<file path="src/rtl/bbl_pkg.sv">
// ----------------------------------------------------------------------------
// bbl_pkg
// Shared constants and types of the box blur line filter.
// ----------------------------------------------------------------------------
package bbl_pkg;

    // default sizing
    localparam int MAX_RADIUS_DEF  = 15;
    localparam int SAMPLE_BITS_DEF = 16;

    // configuration register file
    localparam int APB_ADDR_W = 3;
    localparam int APB_DATA_W = 32;
    localparam int RADIUS_W   = 4;

    localparam logic [RADIUS_W-1:0] RADIUS_RESET = 4'd1;

    // register index, taken from paddr[APB_ADDR_W-1]
    localparam logic REG_RADIUS = 1'b0;

    // divider status toward the sequencer
    typedef struct packed {
        logic busy;
        logic done;
    } bbl_div_stat_t;

endpackage : bbl_pkg

</file>
<file path="src/rtl/bbl_in_if.sv">
// ----------------------------------------------------------------------------
// bbl_in_if
// Sample stream channel: one sample of a line per transfer.
// ----------------------------------------------------------------------------
interface bbl_in_if #(
    parameter int SAMPLE_BITS = bbl_pkg::SAMPLE_BITS_DEF
) ();

    logic                          valid;
    logic                          ready;
    logic signed [SAMPLE_BITS-1:0] sample;
    logic                          line_end;

    modport source (output valid, output sample, output line_end, input ready);
    modport sink   (input valid, input sample, input line_end, output ready);

endinterface : bbl_in_if

</file>
<file path="src/rtl/bbl_out_if.sv">
// ----------------------------------------------------------------------------
// bbl_out_if
// Result stream channel: one window average per transfer.
// ----------------------------------------------------------------------------
interface bbl_out_if #(
    parameter int SAMPLE_BITS = bbl_pkg::SAMPLE_BITS_DEF
) ();

    logic                          valid;
    logic                          ready;
    logic signed [SAMPLE_BITS-1:0] average;
    logic                          last_of_line;

    modport source (output valid, output average, output last_of_line, input ready);
    modport sink   (input valid, input average, input last_of_line, output ready);

endinterface : bbl_out_if

</file>
<file path="src/rtl/box_blur_line_filter.sv">
// ----------------------------------------------------------------------------
// box_blur_line_filter
// Streaming 1-D box filter over one line with edge-aware divisor.
// ----------------------------------------------------------------------------
// Each output is the mean of the samples within radius positions that lie
// inside the line, truncated toward zero; outputs lag the input by radius
// samples and the line_end sample flushes the rest, the final one flagged
// last_of_line. Recent samples sit in a ring memory of 2*MAX_RADIUS+2 entries
// with a registered read port. The block works on one sample at a time; a
// sample that yields an output waits for the bit-serial divider, which
// makes one quotient bit per cycle, and for a free output register, and each
// further output of a flush fetches one sample from the ring and divides
// again. A new sample is taken while the previous result still waits in the
// output register. Writing radius drops the line in progress.
// ----------------------------------------------------------------------------
module box_blur_line_filter #(
    parameter int MAX_RADIUS  = bbl_pkg::MAX_RADIUS_DEF,
    parameter int SAMPLE_BITS = bbl_pkg::SAMPLE_BITS_DEF
) (
    input  logic                             clk,
    input  logic                             rst_n,
    bbl_in_if.sink                           line_in,
    bbl_out_if.source                        avg_out,
    input  logic                             psel,
    input  logic                             penable,
    input  logic                             pwrite,
    input  logic [bbl_pkg::APB_ADDR_W-1:0]   paddr,
    input  logic [bbl_pkg::APB_DATA_W-1:0]   pwdata,
    output logic [bbl_pkg::APB_DATA_W-1:0]   prdata,
    output logic                             pready
);
    import bbl_pkg::*;

    localparam int DEPTH    = 2 * MAX_RADIUS + 2;
    localparam int FILL_MAX = 2 * MAX_RADIUS + 1;
    localparam int ADDR_W   = $clog2(DEPTH);
    localparam int CNT_W    = $clog2(FILL_MAX + 1);
    localparam int RAD_W    = $clog2(MAX_RADIUS + 1);
    localparam int SUM_W    = SAMPLE_BITS + CNT_W;

    localparam logic [1:0] S_IDLE  = 2'd0;
    localparam logic [1:0] S_ADD   = 2'd1;
    localparam logic [1:0] S_DIV   = 2'd2;
    localparam logic [1:0] S_FREAD = 2'd3;

    function automatic logic [CNT_W-1:0] cnt_min(input logic [CNT_W-1:0] a,
                                                 input logic [CNT_W-1:0] b);
        cnt_min = (a < b) ? a : b;
    endfunction

    // slot of the sample k positions behind the one just before wp
    function automatic logic [ADDR_W-1:0] ring_addr(input logic [ADDR_W-1:0] wp,
                                                    input logic [CNT_W-1:0]  k);
        logic [ADDR_W:0] t;
        t = (ADDR_W+1)'(wp) + (ADDR_W+1)'(DEPTH - 1) - (ADDR_W+1)'(k);
        if (t >= (ADDR_W+1)'(DEPTH))
            t = t - (ADDR_W+1)'(DEPTH);
        ring_addr = t[ADDR_W-1:0];
    endfunction

    // ring memory
    logic signed [SAMPLE_BITS-1:0] ring_mem [DEPTH];
    logic signed [SAMPLE_BITS-1:0] rd_data_reg;
    logic                          mem_we;
    logic [ADDR_W-1:0]             mem_raddr;

    // control state
    logic [1:0]              state_reg, state_next;
    logic [RADIUS_W-1:0]     radius_reg;
    logic signed [SUM_W-1:0] sum_reg, sum_next;
    logic [CNT_W-1:0]        fill_reg, fill_next;
    logic [ADDR_W-1:0]       wp_reg, wp_next;
    logic                    out_valid_reg, out_valid_next;

    // per-item working registers
    logic signed [SAMPLE_BITS-1:0] smp_reg;
    logic                          end_reg;
    logic [CNT_W-1:0]              d_reg, d_next;
    logic [CNT_W-1:0]              back_reg, back_next;
    logic                          flush_reg, flush_next;
    logic                          last_reg, last_next;
    logic                          sub_reg, sub_next;
    logic signed [SAMPLE_BITS-1:0] out_avg_reg;
    logic                          out_last_reg;

    logic [RAD_W-1:0]        r_eff;
    logic [CNT_W-1:0]        r_c;
    logic [CNT_W-1:0]        two_r;
    logic                    in_xfer;
    logic                    cfg_wr;
    logic                    out_load;
    logic signed [SUM_W-1:0] rd_ext;
    logic signed [SUM_W-1:0] smp_ext;
    logic [CNT_W-1:0]        fill_inc;
    logic [CNT_W-1:0]        back_new;
    logic [CNT_W-1:0]        d_first;
    logic [CNT_W-1:0]        d_dec;
    logic [CNT_W-1:0]        k_back;

    logic                          div_start;
    logic signed [SUM_W-1:0]       div_dividend;
    logic [CNT_W-1:0]              div_divisor;
    logic signed [SAMPLE_BITS-1:0] div_quot;
    bbl_div_stat_t                 div_stat;

    assign r_eff = (32'(radius_reg) > MAX_RADIUS) ? RAD_W'(MAX_RADIUS)
                                                   : RAD_W'(radius_reg);
    assign r_c   = CNT_W'(r_eff);
    assign two_r = CNT_W'({r_eff, 1'b0});

    assign in_xfer       = line_in.valid && line_in.ready;
    assign line_in.ready = (state_reg == S_IDLE);

    assign avg_out.valid        = out_valid_reg;
    assign avg_out.average      = out_avg_reg;
    assign avg_out.last_of_line = out_last_reg;

    // configuration port
    assign cfg_wr = psel && penable && pwrite && (paddr[APB_ADDR_W-1] == REG_RADIUS);
    assign pready = 1'b1;
    assign prdata = (paddr[APB_ADDR_W-1] == REG_RADIUS) ? APB_DATA_W'(radius_reg) : '0;

    assign rd_ext  = {{(SUM_W-SAMPLE_BITS){rd_data_reg[SAMPLE_BITS-1]}}, rd_data_reg};
    assign smp_ext = {{(SUM_W-SAMPLE_BITS){smp_reg[SAMPLE_BITS-1]}}, smp_reg};

    assign fill_inc = (fill_reg < CNT_W'(FILL_MAX)) ? fill_reg + CNT_W'(1) : fill_reg;
    assign back_new = fill_inc - CNT_W'(1);
    assign d_first  = cnt_min(r_c, back_new);
    assign d_dec    = d_reg - CNT_W'(1);
    assign k_back   = d_reg + r_c;

    always_comb
    begin
        state_next     = state_reg;
        sum_next       = sum_reg;
        fill_next      = fill_reg;
        wp_next        = wp_reg;
        d_next         = d_reg;
        back_next      = back_reg;
        flush_next     = flush_reg;
        last_next      = last_reg;
        sub_next       = sub_reg;
        mem_we         = 1'b0;
        mem_raddr      = ring_addr(wp_reg, two_r);
        div_start      = 1'b0;
        div_dividend   = sum_reg;
        div_divisor    = CNT_W'(1);
        out_load       = 1'b0;

        unique case (state_reg)
            S_IDLE:
            begin
                if (in_xfer)
                begin
                    // store the sample; fetch the one leaving the window
                    mem_we     = 1'b1;
                    mem_raddr  = ring_addr(wp_reg, two_r);
                    wp_next    = (wp_reg == ADDR_W'(DEPTH - 1)) ? '0
                                                                : wp_reg + ADDR_W'(1);
                    state_next = S_ADD;
                end
            end
            S_ADD:
            begin
                sum_next  = sum_reg + smp_ext - ((fill_reg > two_r) ? rd_ext : '0);
                fill_next = fill_inc;
                back_next = back_new;
                div_dividend = sum_next;
                if (!end_reg)
                begin
                    flush_next  = 1'b0;
                    last_next   = 1'b0;
                    div_divisor = cnt_min(two_r, back_new) + CNT_W'(1);
                    if (back_new >= r_c)
                    begin
                        div_start  = 1'b1;
                        state_next = S_DIV;
                    end
                    else
                    begin
                        state_next = S_IDLE;
                    end
                end
                else
                begin
                    flush_next  = 1'b1;
                    d_next      = d_first;
                    last_next   = (d_first == '0);
                    div_divisor = cnt_min(d_first + r_c, back_new) + CNT_W'(1);
                    div_start   = 1'b1;
                    state_next  = S_DIV;
                end
            end
            S_DIV:
            begin
                if (div_stat.done && (!out_valid_reg || avg_out.ready))
                begin
                    out_load = 1'b1;
                    if (!flush_reg || last_reg)
                    begin
                        if (flush_reg)
                        begin
                            sum_next  = '0;
                            fill_next = '0;
                        end
                        state_next = S_IDLE;
                    end
                    else
                    begin
                        // no writes during a flush, so this read cannot collide
                        sub_next   = (k_back <= back_reg);
                        mem_raddr  = ring_addr(wp_reg, k_back);
                        state_next = S_FREAD;
                    end
                end
            end
            S_FREAD:
            begin
                sum_next     = sum_reg - (sub_reg ? rd_ext : '0);
                d_next       = d_dec;
                last_next    = (d_dec == '0);
                div_dividend = sum_next;
                div_divisor  = cnt_min(d_dec + r_c, back_reg) + CNT_W'(1);
                div_start    = 1'b1;
                state_next   = S_DIV;
            end
            default:
            begin
                state_next = S_IDLE;
            end
        endcase

        // a radius write drops the line in progress
        if (cfg_wr)
        begin
            sum_next  = '0;
            fill_next = '0;
        end

        out_valid_next = out_load ? 1'b1 : (avg_out.ready ? 1'b0 : out_valid_reg);
    end

    always_ff @(posedge clk)
    begin
        if (mem_we)
            ring_mem[wp_reg] <= line_in.sample;
        rd_data_reg <= ring_mem[mem_raddr];
    end

    always_ff @(posedge clk or negedge rst_n)
    begin
        if (!rst_n)
        begin
            state_reg     <= S_IDLE;
            radius_reg    <= RADIUS_RESET;
            sum_reg       <= '0;
            fill_reg      <= '0;
            wp_reg        <= '0;
            out_valid_reg <= 1'b0;
        end
        else
        begin
            state_reg     <= state_next;
            sum_reg       <= sum_next;
            fill_reg      <= fill_next;
            wp_reg        <= wp_next;
            out_valid_reg <= out_valid_next;
            if (cfg_wr)
                radius_reg <= pwdata[RADIUS_W-1:0];
        end
    end

    always_ff @(posedge clk)
    begin
        if (in_xfer)
        begin
            smp_reg <= line_in.sample;
            end_reg <= line_in.line_end;
        end
        d_reg     <= d_next;
        back_reg  <= back_next;
        flush_reg <= flush_next;
        last_reg  <= last_next;
        sub_reg   <= sub_next;
        if (out_load)
        begin
            out_avg_reg  <= div_quot;
            out_last_reg <= last_reg;
        end
    end

    bbl_div #(
        .SUM_W       (SUM_W),
        .CNT_W       (CNT_W),
        .SAMPLE_BITS (SAMPLE_BITS)
    ) u_div (
        .clk      (clk),
        .rst_n    (rst_n),
        .start    (div_start),
        .dividend (div_dividend),
        .divisor  (div_divisor),
        .quotient (div_quot),
        .stat     (div_stat)
    );

`ifndef SYNTHESIS
    a_fill_bound: assert property (@(posedge clk) disable iff (!rst_n)
        fill_reg <= CNT_W'(FILL_MAX))
        else $error("fill count above window capacity");

    a_one_at_a_time: assert property (@(posedge clk) disable iff (!rst_n)
        in_xfer |=> !line_in.ready)
        else $error("second sample taken before the first was processed");

    a_div_free: assert property (@(posedge clk) disable iff (!rst_n)
        div_start |-> !div_stat.busy)
        else $error("divider restarted while busy");

    a_fread_in_flush: assert property (@(posedge clk) disable iff (!rst_n)
        (state_reg == S_FREAD) |-> (flush_reg && !last_reg && ($past(state_reg) == S_DIV)))
        else $error("ring fetch outside a line flush");

    a_no_overwrite: assert property (@(posedge clk) disable iff (!rst_n)
        (out_valid_reg && !avg_out.ready) |=> ($stable(out_avg_reg) && out_valid_reg))
        else $error("pending result overwritten");
`endif

endmodule : box_blur_line_filter

</file>
<file path="src/rtl/bbl_div.sv">
// ----------------------------------------------------------------------------
// bbl_div
// Restoring divider: signed window sum by unsigned in-line count, one
// quotient bit per cycle, quotient truncated toward zero.
// ----------------------------------------------------------------------------
module bbl_div #(
    parameter int SUM_W       = 21,
    parameter int CNT_W       = 5,
    parameter int SAMPLE_BITS = bbl_pkg::SAMPLE_BITS_DEF
) (
    input  logic                          clk,
    input  logic                          rst_n,
    input  logic                          start,
    input  logic signed [SUM_W-1:0]       dividend,
    input  logic        [CNT_W-1:0]       divisor,
    output logic signed [SAMPLE_BITS-1:0] quotient,
    output bbl_pkg::bbl_div_stat_t        stat
);
    import bbl_pkg::*;

    localparam int STEP_W = $clog2(SUM_W + 1);

    logic [SUM_W-1:0]  acc_reg;
    logic [CNT_W-1:0]  rem_reg;
    logic [CNT_W-1:0]  dvs_reg;
    logic              neg_reg;
    logic [STEP_W-1:0] step_reg;
    logic              busy_reg;
    logic              done_reg;

    logic [CNT_W:0]    shifted;
    logic [CNT_W:0]    diff;
    logic              fits;
    logic [SUM_W-1:0]  mag;
    logic [SUM_W-1:0]  q_full;

    assign shifted = {rem_reg, acc_reg[SUM_W-1]};
    assign fits    = shifted >= {1'b0, dvs_reg};
    assign diff    = shifted - {1'b0, dvs_reg};
    assign mag     = dividend[SUM_W-1] ? SUM_W'(-dividend) : SUM_W'(dividend);
    assign q_full  = neg_reg ? SUM_W'(~acc_reg + SUM_W'(1)) : acc_reg;

    // the mean of in-range samples always fits the sample width
    assign quotient  = signed'(q_full[SAMPLE_BITS-1:0]);
    assign stat.busy = busy_reg;
    assign stat.done = done_reg;

    always_ff @(posedge clk or negedge rst_n)
    begin
        if (!rst_n)
        begin
            busy_reg <= 1'b0;
            done_reg <= 1'b0;
            step_reg <= '0;
        end
        else if (start)
        begin
            busy_reg <= 1'b1;
            done_reg <= 1'b0;
            step_reg <= STEP_W'(SUM_W);
        end
        else if (busy_reg)
        begin
            step_reg <= step_reg - STEP_W'(1);
            if (step_reg == STEP_W'(1))
            begin
                busy_reg <= 1'b0;
                done_reg <= 1'b1;
            end
        end
    end

    always_ff @(posedge clk)
    begin
        if (start)
        begin
            acc_reg <= mag;
            rem_reg <= '0;
            dvs_reg <= divisor;
            neg_reg <= dividend[SUM_W-1];
        end
        else if (busy_reg)
        begin
            acc_reg <= {acc_reg[SUM_W-2:0], fits};
            rem_reg <= fits ? diff[CNT_W-1:0] : shifted[CNT_W-1:0];
        end
    end

`ifndef SYNTHESIS
    a_div_nonzero: assert property (@(posedge clk) disable iff (!rst_n)
        start |-> (divisor != '0))
        else $error("divider started with a zero count");

    a_div_done_idle: assert property (@(posedge clk) disable iff (!rst_n)
        stat.done |-> !stat.busy)
        else $error("divider done while still busy");

    a_div_no_restart: assert property (@(posedge clk) disable iff (!rst_n)
        busy_reg && (step_reg != STEP_W'(1)) |=> busy_reg)
        else $error("divider stopped early");
`endif

endmodule : bbl_div
</file>
<file path="src/flat_wrapper.sv">
// flat-port wrapper written by rule: the top's interface ports become plain ports
module box_blur_line_filter_flat import bbl_pkg::*;
#(
    parameter int MAX_RADIUS  = bbl_pkg::MAX_RADIUS_DEF,
    parameter int SAMPLE_BITS = bbl_pkg::SAMPLE_BITS_DEF
)
  (clk, rst_n, psel, penable, pwrite, paddr, pwdata, prdata, pready, line_in_valid, line_in_sample, line_in_line_end, line_in_ready, avg_out_valid, avg_out_average, avg_out_last_of_line, avg_out_ready);
  bbl_in_if #(.SAMPLE_BITS(SAMPLE_BITS)) line_in_i ();
  bbl_out_if #(.SAMPLE_BITS(SAMPLE_BITS)) avg_out_i ();
  input  logic clk;
  input  logic rst_n;
  input  logic psel;
  input  logic penable;
  input  logic pwrite;
  input  logic [bbl_pkg::APB_ADDR_W-1:0] paddr;
  input  logic [bbl_pkg::APB_DATA_W-1:0] pwdata;
  output logic [bbl_pkg::APB_DATA_W-1:0] prdata;
  output logic pready;
  input wire logic [$bits(line_in_i.valid)-1:0] line_in_valid;
  input wire logic [$bits(line_in_i.sample)-1:0] line_in_sample;
  input wire logic [$bits(line_in_i.line_end)-1:0] line_in_line_end;
  output wire logic [$bits(line_in_i.ready)-1:0] line_in_ready;
  output wire logic [$bits(avg_out_i.valid)-1:0] avg_out_valid;
  output wire logic [$bits(avg_out_i.average)-1:0] avg_out_average;
  output wire logic [$bits(avg_out_i.last_of_line)-1:0] avg_out_last_of_line;
  input wire logic [$bits(avg_out_i.ready)-1:0] avg_out_ready;
  assign line_in_i.valid = line_in_valid;
  assign line_in_i.sample = line_in_sample;
  assign line_in_i.line_end = line_in_line_end;
  assign line_in_ready = line_in_i.ready;
  assign avg_out_valid = avg_out_i.valid;
  assign avg_out_average = avg_out_i.average;
  assign avg_out_last_of_line = avg_out_i.last_of_line;
  assign avg_out_i.ready = avg_out_ready;
  box_blur_line_filter #(.MAX_RADIUS(MAX_RADIUS), .SAMPLE_BITS(SAMPLE_BITS)) u_core (.clk(clk), .rst_n(rst_n), .line_in(line_in_i), .avg_out(avg_out_i), .psel(psel), .penable(penable), .pwrite(pwrite), .paddr(paddr), .pwdata(pwdata), .prdata(prdata), .pready(pready));
endmodule
</file>
<file path="config.mk">
export PLATFORM = sky130hd
export DESIGN_NAME = box_blur_line_filter_flat
export DESIGN_NICKNAME = d
export VERILOG_FILES = /design/src/rtl/bbl_pkg.sv /design/src/rtl/bbl_in_if.sv /design/src/rtl/bbl_out_if.sv /design/src/rtl/box_blur_line_filter.sv /design/src/rtl/bbl_div.sv /design/src/flat_wrapper.sv
export SDC_FILE = /design/constraint.sdc
export NUM_CORES = 1
export LEC_CHECK = 0
export BUFFER_PORTS_ARGS = -buffer_cell sky130_fd_sc_hd__buf_2
export CAP_MARGIN = 40
export CORE_MARGIN = 2
export CORE_UTILIZATION = 24
export DETAILED_ROUTE_END_ITERATION = 7
export HOLD_SLACK_MARGIN = 0.15
export PLACE_DENSITY = 0.39
export RECOVER_POWER = 100
export SLEW_MARGIN = 20
export SYNTH_ARGS = -nofsm -noshare
export SYNTH_HDL_FRONTEND = slang
export SYNTH_SLANG_ARGS = --single-unit
</file>
<file path="constraint.sdc">
create_clock -name clk -period 12.75 [get_ports clk]
set_input_delay 1.275 -clock clk [delete_from_list [all_inputs] [get_ports clk]]
set_output_delay 1.275 -clock clk [all_outputs]
set_load 0.01 [all_outputs]
</file>
# Yosys cells after proc, flatten, opt, wreduce, memory -nomap -nowiden
# Memories as Yosys holds them, arrays and structs flattened. A register that Yosys moved wholly into a read port is not among the register bits.
# Index checks and enable logic that the tools add are counted.
# word_totals
ram_bits	512
wordCells	157
n_memories	1
register_bits	124
output_inout_bits	52
input_bits	59
# classes
n_reduce_logical	25
n_bitwise	3
addsub	22
n_eq_ne	11
mux	62
order_cmp	11
# mem_list
name	words	word_bits	read_ports	rd_ports_with_merged_regs	write_ports	line	text
u_core.ring_mem	32	16	1	1	1	box_blur_line_filter.sv:62	logic signed [SAMPLE_BITS-1:0] ring_mem [DEPTH];
# op_table
cell	n
$mux 21	9
$mux 5	20
$pmux 21 s3	1
$pmux 21 s2	1
$sub 21x21->21	2
$pmux 5 s2	3
$add 5x1->5 const B	5
$sub 5x1->5 const B	5
$add 21x21->21	1
$neg 21->21	1
$mux 1	18
$add 16x1->16 const B	1
$mux 16	1
$not 16->16	1
$add 5x4->5	3
$lt 5x5->1	3
$ge 6x6->1 const B	2
$sub 6x5->6	2
$logic_not 5->1	2
$mux 2	5
$ne 3x1->1 const B	3
$pmux 2 s4	1
$reduce_and 2->1	4
$reduce_and 4->1	2
25 further kinds	38

# Logic depth before layout (Yosys ltp)
# depth
ltp_word	11
ltp_mapped	32
mapped_depth_nobuf	31

# Cells and area by module
# From an unflattened synthesis, not the netlist that was laid out.
# hier_totals
hier_cells	2680
hier_area_um2	31960.7
# by_module_without_submodules
module	cells_per_inst	area_each_um2	seq_area_each_um2	instances
box_blur_line_filter	2386	29251.8	18058.6	1
bbl_div	294	2708.8	1086.0	1

# Least setup slack after synthesis
# OpenSTA, ideal clock, no wires.
# synth_path
path_kind	flip-flop to flip-flop
start	register u_core.fill_reg[2]
end	register u_core.u_div.dvs_reg[4], data pin
t_required_ns	12.483
path_slack_ns	6.738
n_path_buf	2
arrival_time_ns	5.745
stages_incl_launch_ff	31
setup_time_ns	0.267
synth_period_minus_slack_ns	6.012
cell_sequence	dfrtp_1 -> clkbuf_1 -> and3_1 -> clkbuf_1 -> a31oi_1 -> ha_1 -> xnor2_1 -> inv_1 -> ha_1 -> nand3_1 -> o22ai_1 -> nor2_1 -> nor2_1 -> mux2i_1 -> inv_1 -> ha_1 -> a21o_1 -> a21oi_1 -> xnor2_1 -> ha_1 -> or3_1 -> o21ai_0 -> a21oi_1 -> mux2i_1 -> a211oi_1 -> a21oi_1 -> ha_1 -> inv_1 -> a211o_1 -> xnor2_1 -> nor2_1
# synth_between
elab_chain_len	11
word_cells_on_any_way	15
classes_between	add/sub (5); order compare (4); mux (6)
# synth_rtl
item	line	text
start: declaration	box_blur_line_filter.sv:71	logic [CNT_W-1:0] fill_reg, fill_next;
start signal: assignment	box_blur_line_filter.sv:265	fill_reg <= fill_next;
$add 5x1->5 or $lt 5x5->1 (tied branches)	box_blur_line_filter.sv:126	assign fill_inc = (fill_reg < CNT_W'(FILL_MAX)) ? fill_reg + CNT_W'(1) : fill_reg;
$mux 5 (*)	box_blur_line_filter.sv:126	
$sub 5x1->5 (*)	box_blur_line_filter.sv:127	assign back_new = fill_inc - CNT_W'(1);
via u_core.back_new[2]	box_blur_line_filter.sv:95	logic [CNT_W-1:0] back_new;
$lt 4x5->1	box_blur_line_filter.sv:48	cnt_min = (a < b) ? a : b;
$mux 5	box_blur_line_filter.sv:48	
$add 5x4->5	box_blur_line_filter.sv:189	div_divisor = cnt_min(d_first + r_c, back_new) + CNT_W'(1);
$lt 5x5->1	box_blur_line_filter.sv:48	
$mux 5	box_blur_line_filter.sv:48	
$add 5x1->5	box_blur_line_filter.sv:189	
$mux 5 (*)	box_blur_line_filter.sv:169	if (!end_reg)
$pmux 5 s2 (*)	box_blur_line_filter.sv:150	unique case (state_reg)
end signal: assignment	bbl_div.sv:79	dvs_reg <= divisor;
end: declaration	bbl_div.sv:25	logic [CNT_W-1:0] dvs_reg;
# Mark *: on every way through the listed nets, which the timed path passes. The rest lies on a longest branch.
# A chain may end at the register's enable or synchronous reset.

# Worst setup path in the final report
# layout_path
start	register u_core.radius_reg[0] (netlist: u_core.r_eff[0])
end	register u_core.rd_data_reg[4] (read register of u_core.ring_mem)
# layout_between
elab_chain_len	7
word_cells_on_any_way	12
classes_between	add/sub (5); order compare (2); mux (5)
# layout_rtl
item	line	text
start: declaration	box_blur_line_filter.sv:69	logic [RADIUS_W-1:0] radius_reg;
start signal: assignment	box_blur_line_filter.sv:269	radius_reg <= pwdata[RADIUS_W-1:0];
$add 5x4->5	box_blur_line_filter.sv:130	assign k_back = d_reg + r_c;
$sub 6x5->6	box_blur_line_filter.sv:55	t = (ADDR_W+1)'(wp) + (ADDR_W+1)'(DEPTH - 1) - (ADDR_W+1)'(k);
$sub 5x1->5 or $ge 6x6->1 (tied branches)	box_blur_line_filter.sv:57, box_blur_line_filter.sv:56	
$mux 5	box_blur_line_filter.sv:56	if (t >= (ADDR_W+1)'(DEPTH))
$mux 5	box_blur_line_filter.sv:199	if (!flush_reg || last_reg)
$mux 5	box_blur_line_filter.sv:196	if (div_stat.done && (!out_valid_reg || avg_out.ready))
$mux 5 (*)	n/a	
end: declaration	box_blur_line_filter.sv:63	logic signed [SAMPLE_BITS-1:0] rd_data_reg;
# Mark *: on every way between the ends. The rest lies on a longest branch, timed or not.

==> impl_metrics.ini <==
[worst_setup_path]
slowest_stage = clkbuf_1
r2r_cells = 14
cpLargestDelayFamily = buffers and inverters
worstPathRequired_ns = 13.24
arrival_ns = 8.87
regToRegSetupSlack_ns = 4.37
cp.depth = 14
timing.rr.start = u_core.r_eff[0]
crit_start = u_core.r_eff[0]
endpoint = u_core.rd_data_reg[4]
r2r_end = u_core.rd_data_reg[4]
max_stage_delay_ns = 2.46
critPathMaxFanout = 38
worstPathCellList = ha_1 > fa_1 > inv_1 > ha_1 > a21o_1 > a21oi_1 > xnor2_1 > o21ai_0 > clkbuf_1 > clkbuf_1 > mux2i_1 > nor2_1 > a21oi_1 > o21ai_0
path_buf_inv = 3
end_kind = register
cp-start-kind = register
path_class = register to register

[placement]
dpl_cell_area_um2 = 34100
gp_congestion = 0.814
dp_hpwl_um = 52800
placed_cells = 3983
io_buffers = 51

[global_routing]
first_global_vias = 19300
grt_pass1_wl_um = 126000
track_usage = 0.124
grt_max_degree = 129
antenna_found_initial = 2
grt_overflow_total = 0

[floorplanning]
dieArea_um2 = 135000
die_h_um = 367
pin_count = 111
core_region_area_um2 = 131000
die_w_um = 367
start_util = 0.241
rows = 133

[power_and_ir_drop]
finalPower_w = 0.00582
p_leak_nw = 12.5
vdd_ir_drop_max_mv = 0.125
power_density_nw_per_um2 = 160

[logic_synthesis]
synth_area_um2 = 31600
netlist.area_leader.share = 0.556
yosysSeqAreaShare = 0.605
ys_ff_latch = 652
synth_top_cell_by_area = edfxtp_1
avgSynthCellArea_um2 = 14.2
postSynthCellCount = 2231
synth.distinct_cells = 90
ys_top_cells_by_area = edfxtp_1 56%, mux4_2 9.1%, ha_1 4.4%, dfrtp_1 3.5%, nand2_1 1.9%
synth-edff-count = 586
synth_ff_type = edfxtp_1
yosys_warnings = 0
async_reset_ff_frac = 0.0690

[sta]
hold_violations = 0
fmaxAchievable_mhz = 119
fin_crit_ns = 8.38
tns_ns = 0
rsz0062_at_grt = no
final_max_slew_viol_count = 902
worst_pin_slew_ns = 3.32
clock_skew_ns = 0.0526
relSlewSlack = -1.21
finalSetupViolations = 0
finalCritPeriodShare = 0.657

[drt]
vias = 18500
wl_per_cell_um = 20.3
viasPerCell = 4.49
drcViolationCount = 0
drt-total-wl_um = 83800
postRouteAntennaNets = 0
drt_pass1_iterations = 5
drt_iter0_drc = 1259

[clock_network]
cts_hold_buf = 0
clk_latency_ns = 0.67
cts_buffer_depth = 3
cts_made_buffers = 76
cts_setup_buffers = 0
cts_resized = 0
cts_max_level = 3
cts_root_buffer = clkbuf_16
clk_pin_slew_worst_paths_ns = 0.06
cts_tree = done
cts_sinks = 652

[final_layout]
largest_reg_flops = 512
multi_input_area_um2 = 11400
final_common_cell = edfxtp_1
regArea_um2 = 19100
fin_cells = 4127
final_cell_mix = 586 x edfxtp_1, 159 x nand2_1, 145 x inv_1, 128 x mux4_2
drive_gt1_frac = 0.136
area_delta_synth_final_pct = 15.0
final_area_um2 = 36400
nFillCells = 13500
nets = 2503

[status]
violations = capacitance limit, slew limit
outcome = finished, violations left

[min_path]
hold_path.class = register to register

[job]
drv_cap = 28
[Yosys cell counts, types with 31 or more instances]
library cell / instances
xnor2_1: 56
clkbuf_1: 70
dfrtp_1: 44
inv_1: 144
nand2_1: 158
edfxtp_1: 586
mux2_2: 35
ha_1: 110
mux4_2: 128
xor2_1: 31
a211oi_1: 34
o21ai_0: 98
mux2i_1: 53
a21oi_1: 101
nor2_1: 121
[stage by stage]
stage,util,setup WS [ns],hold slack [ns]
6_report,0.277,4.37,0.462
5_1_grt,0.277,3.67,0.483
4_1_cts,0.280,5.60,0.459
3_5_place_dp,0.260,5.68,0.449
3_3_place_gp,0.259,5.65,0.447
2_1_floorplan,-,6.74,0.432
[cells by family after synthesis]
group | Yosys count | share of synthesized area
buffers and inverters | 281 | 0.0377
adder cells (fa/ha/maj) | 137 | 0.0606
multiplexers | 218 | 0.121
AO/OA/AOI/OAI | 401 | 0.0832
AND/OR/NAND/NOR | 453 | 0.0677
XOR/XNOR | 87 | 0.0241
flip-flops | 652 | 0.605
other | 2 | 0.000237
[power by group]
| group | switching, W | internal (W) |
|---|---|---|
| Combinational | 0.000736 | 0.000464 |
| Sequential | 0.0000319 | 0.00236 |
| Clock | 0.000921 | 0.00131 |
| Total | 0.00169 | 0.00413 |
[worst min-delay path by stage]
stage	startpoint	to	slack (ns)	depth (start not counted)
3_3_place_gp	u_core.u_div.rem_reg[4]	u_core.u_div.rem_reg[4]	0.45	2
2_1_floorplan	u_core.u_div.rem_reg[4]	u_core.u_div.rem_reg[4]	0.43	2
4_1_cts	u_core.u_div.rem_reg[4]	u_core.u_div.rem_reg[4]	0.46	2
5_1_grt	u_core.u_div.rem_reg[4]	u_core.u_div.rem_reg[4]	0.48	2
6_report	u_core.u_div.rem_reg[4]	u_core.u_div.rem_reg[4]	0.46	2
3_5_place_dp	u_core.u_div.rem_reg[4]	u_core.u_div.rem_reg[4]	0.45	2
[per-layer routing]
| layer | vias to the layer above | GRT usage | wire length, um |
|---|---|---|---|
| met1 | 9404 | 0.173 | 39900 |
| li1 | 8594 | - | - |
| met2 | 409 | 0.194 | 37700 |
| met3 | 117 | 0.0223 | 3690 |
| met5 | - | 0 | 13 |
| met4 | 2 | 0.0423 | 2540 |
[layout make-up]
| class | instances | share of cell area |
|---|---|---|
| tap | 1755 | 0.0604 |
| clock inverter | 45 | 0.0155 |
| inverter | 148 | 0.0153 |
| sequential | 652 | 0.526 |
| timing repair buffer | 104 | 0.0128 |
| multi-input combinational | 1325 | 0.315 |
| clock buffer | 95 | 0.0548 |
| antenna | 3 | 0.000206 |
[tightest hold or removal path, delay by kind of cell, from the launching register on]
kind	cells	cell delay, ns
flops	1	0.31
simple gates	1	0.05
compound gates	1	0.05
Power figures use the tool's default switching activity.
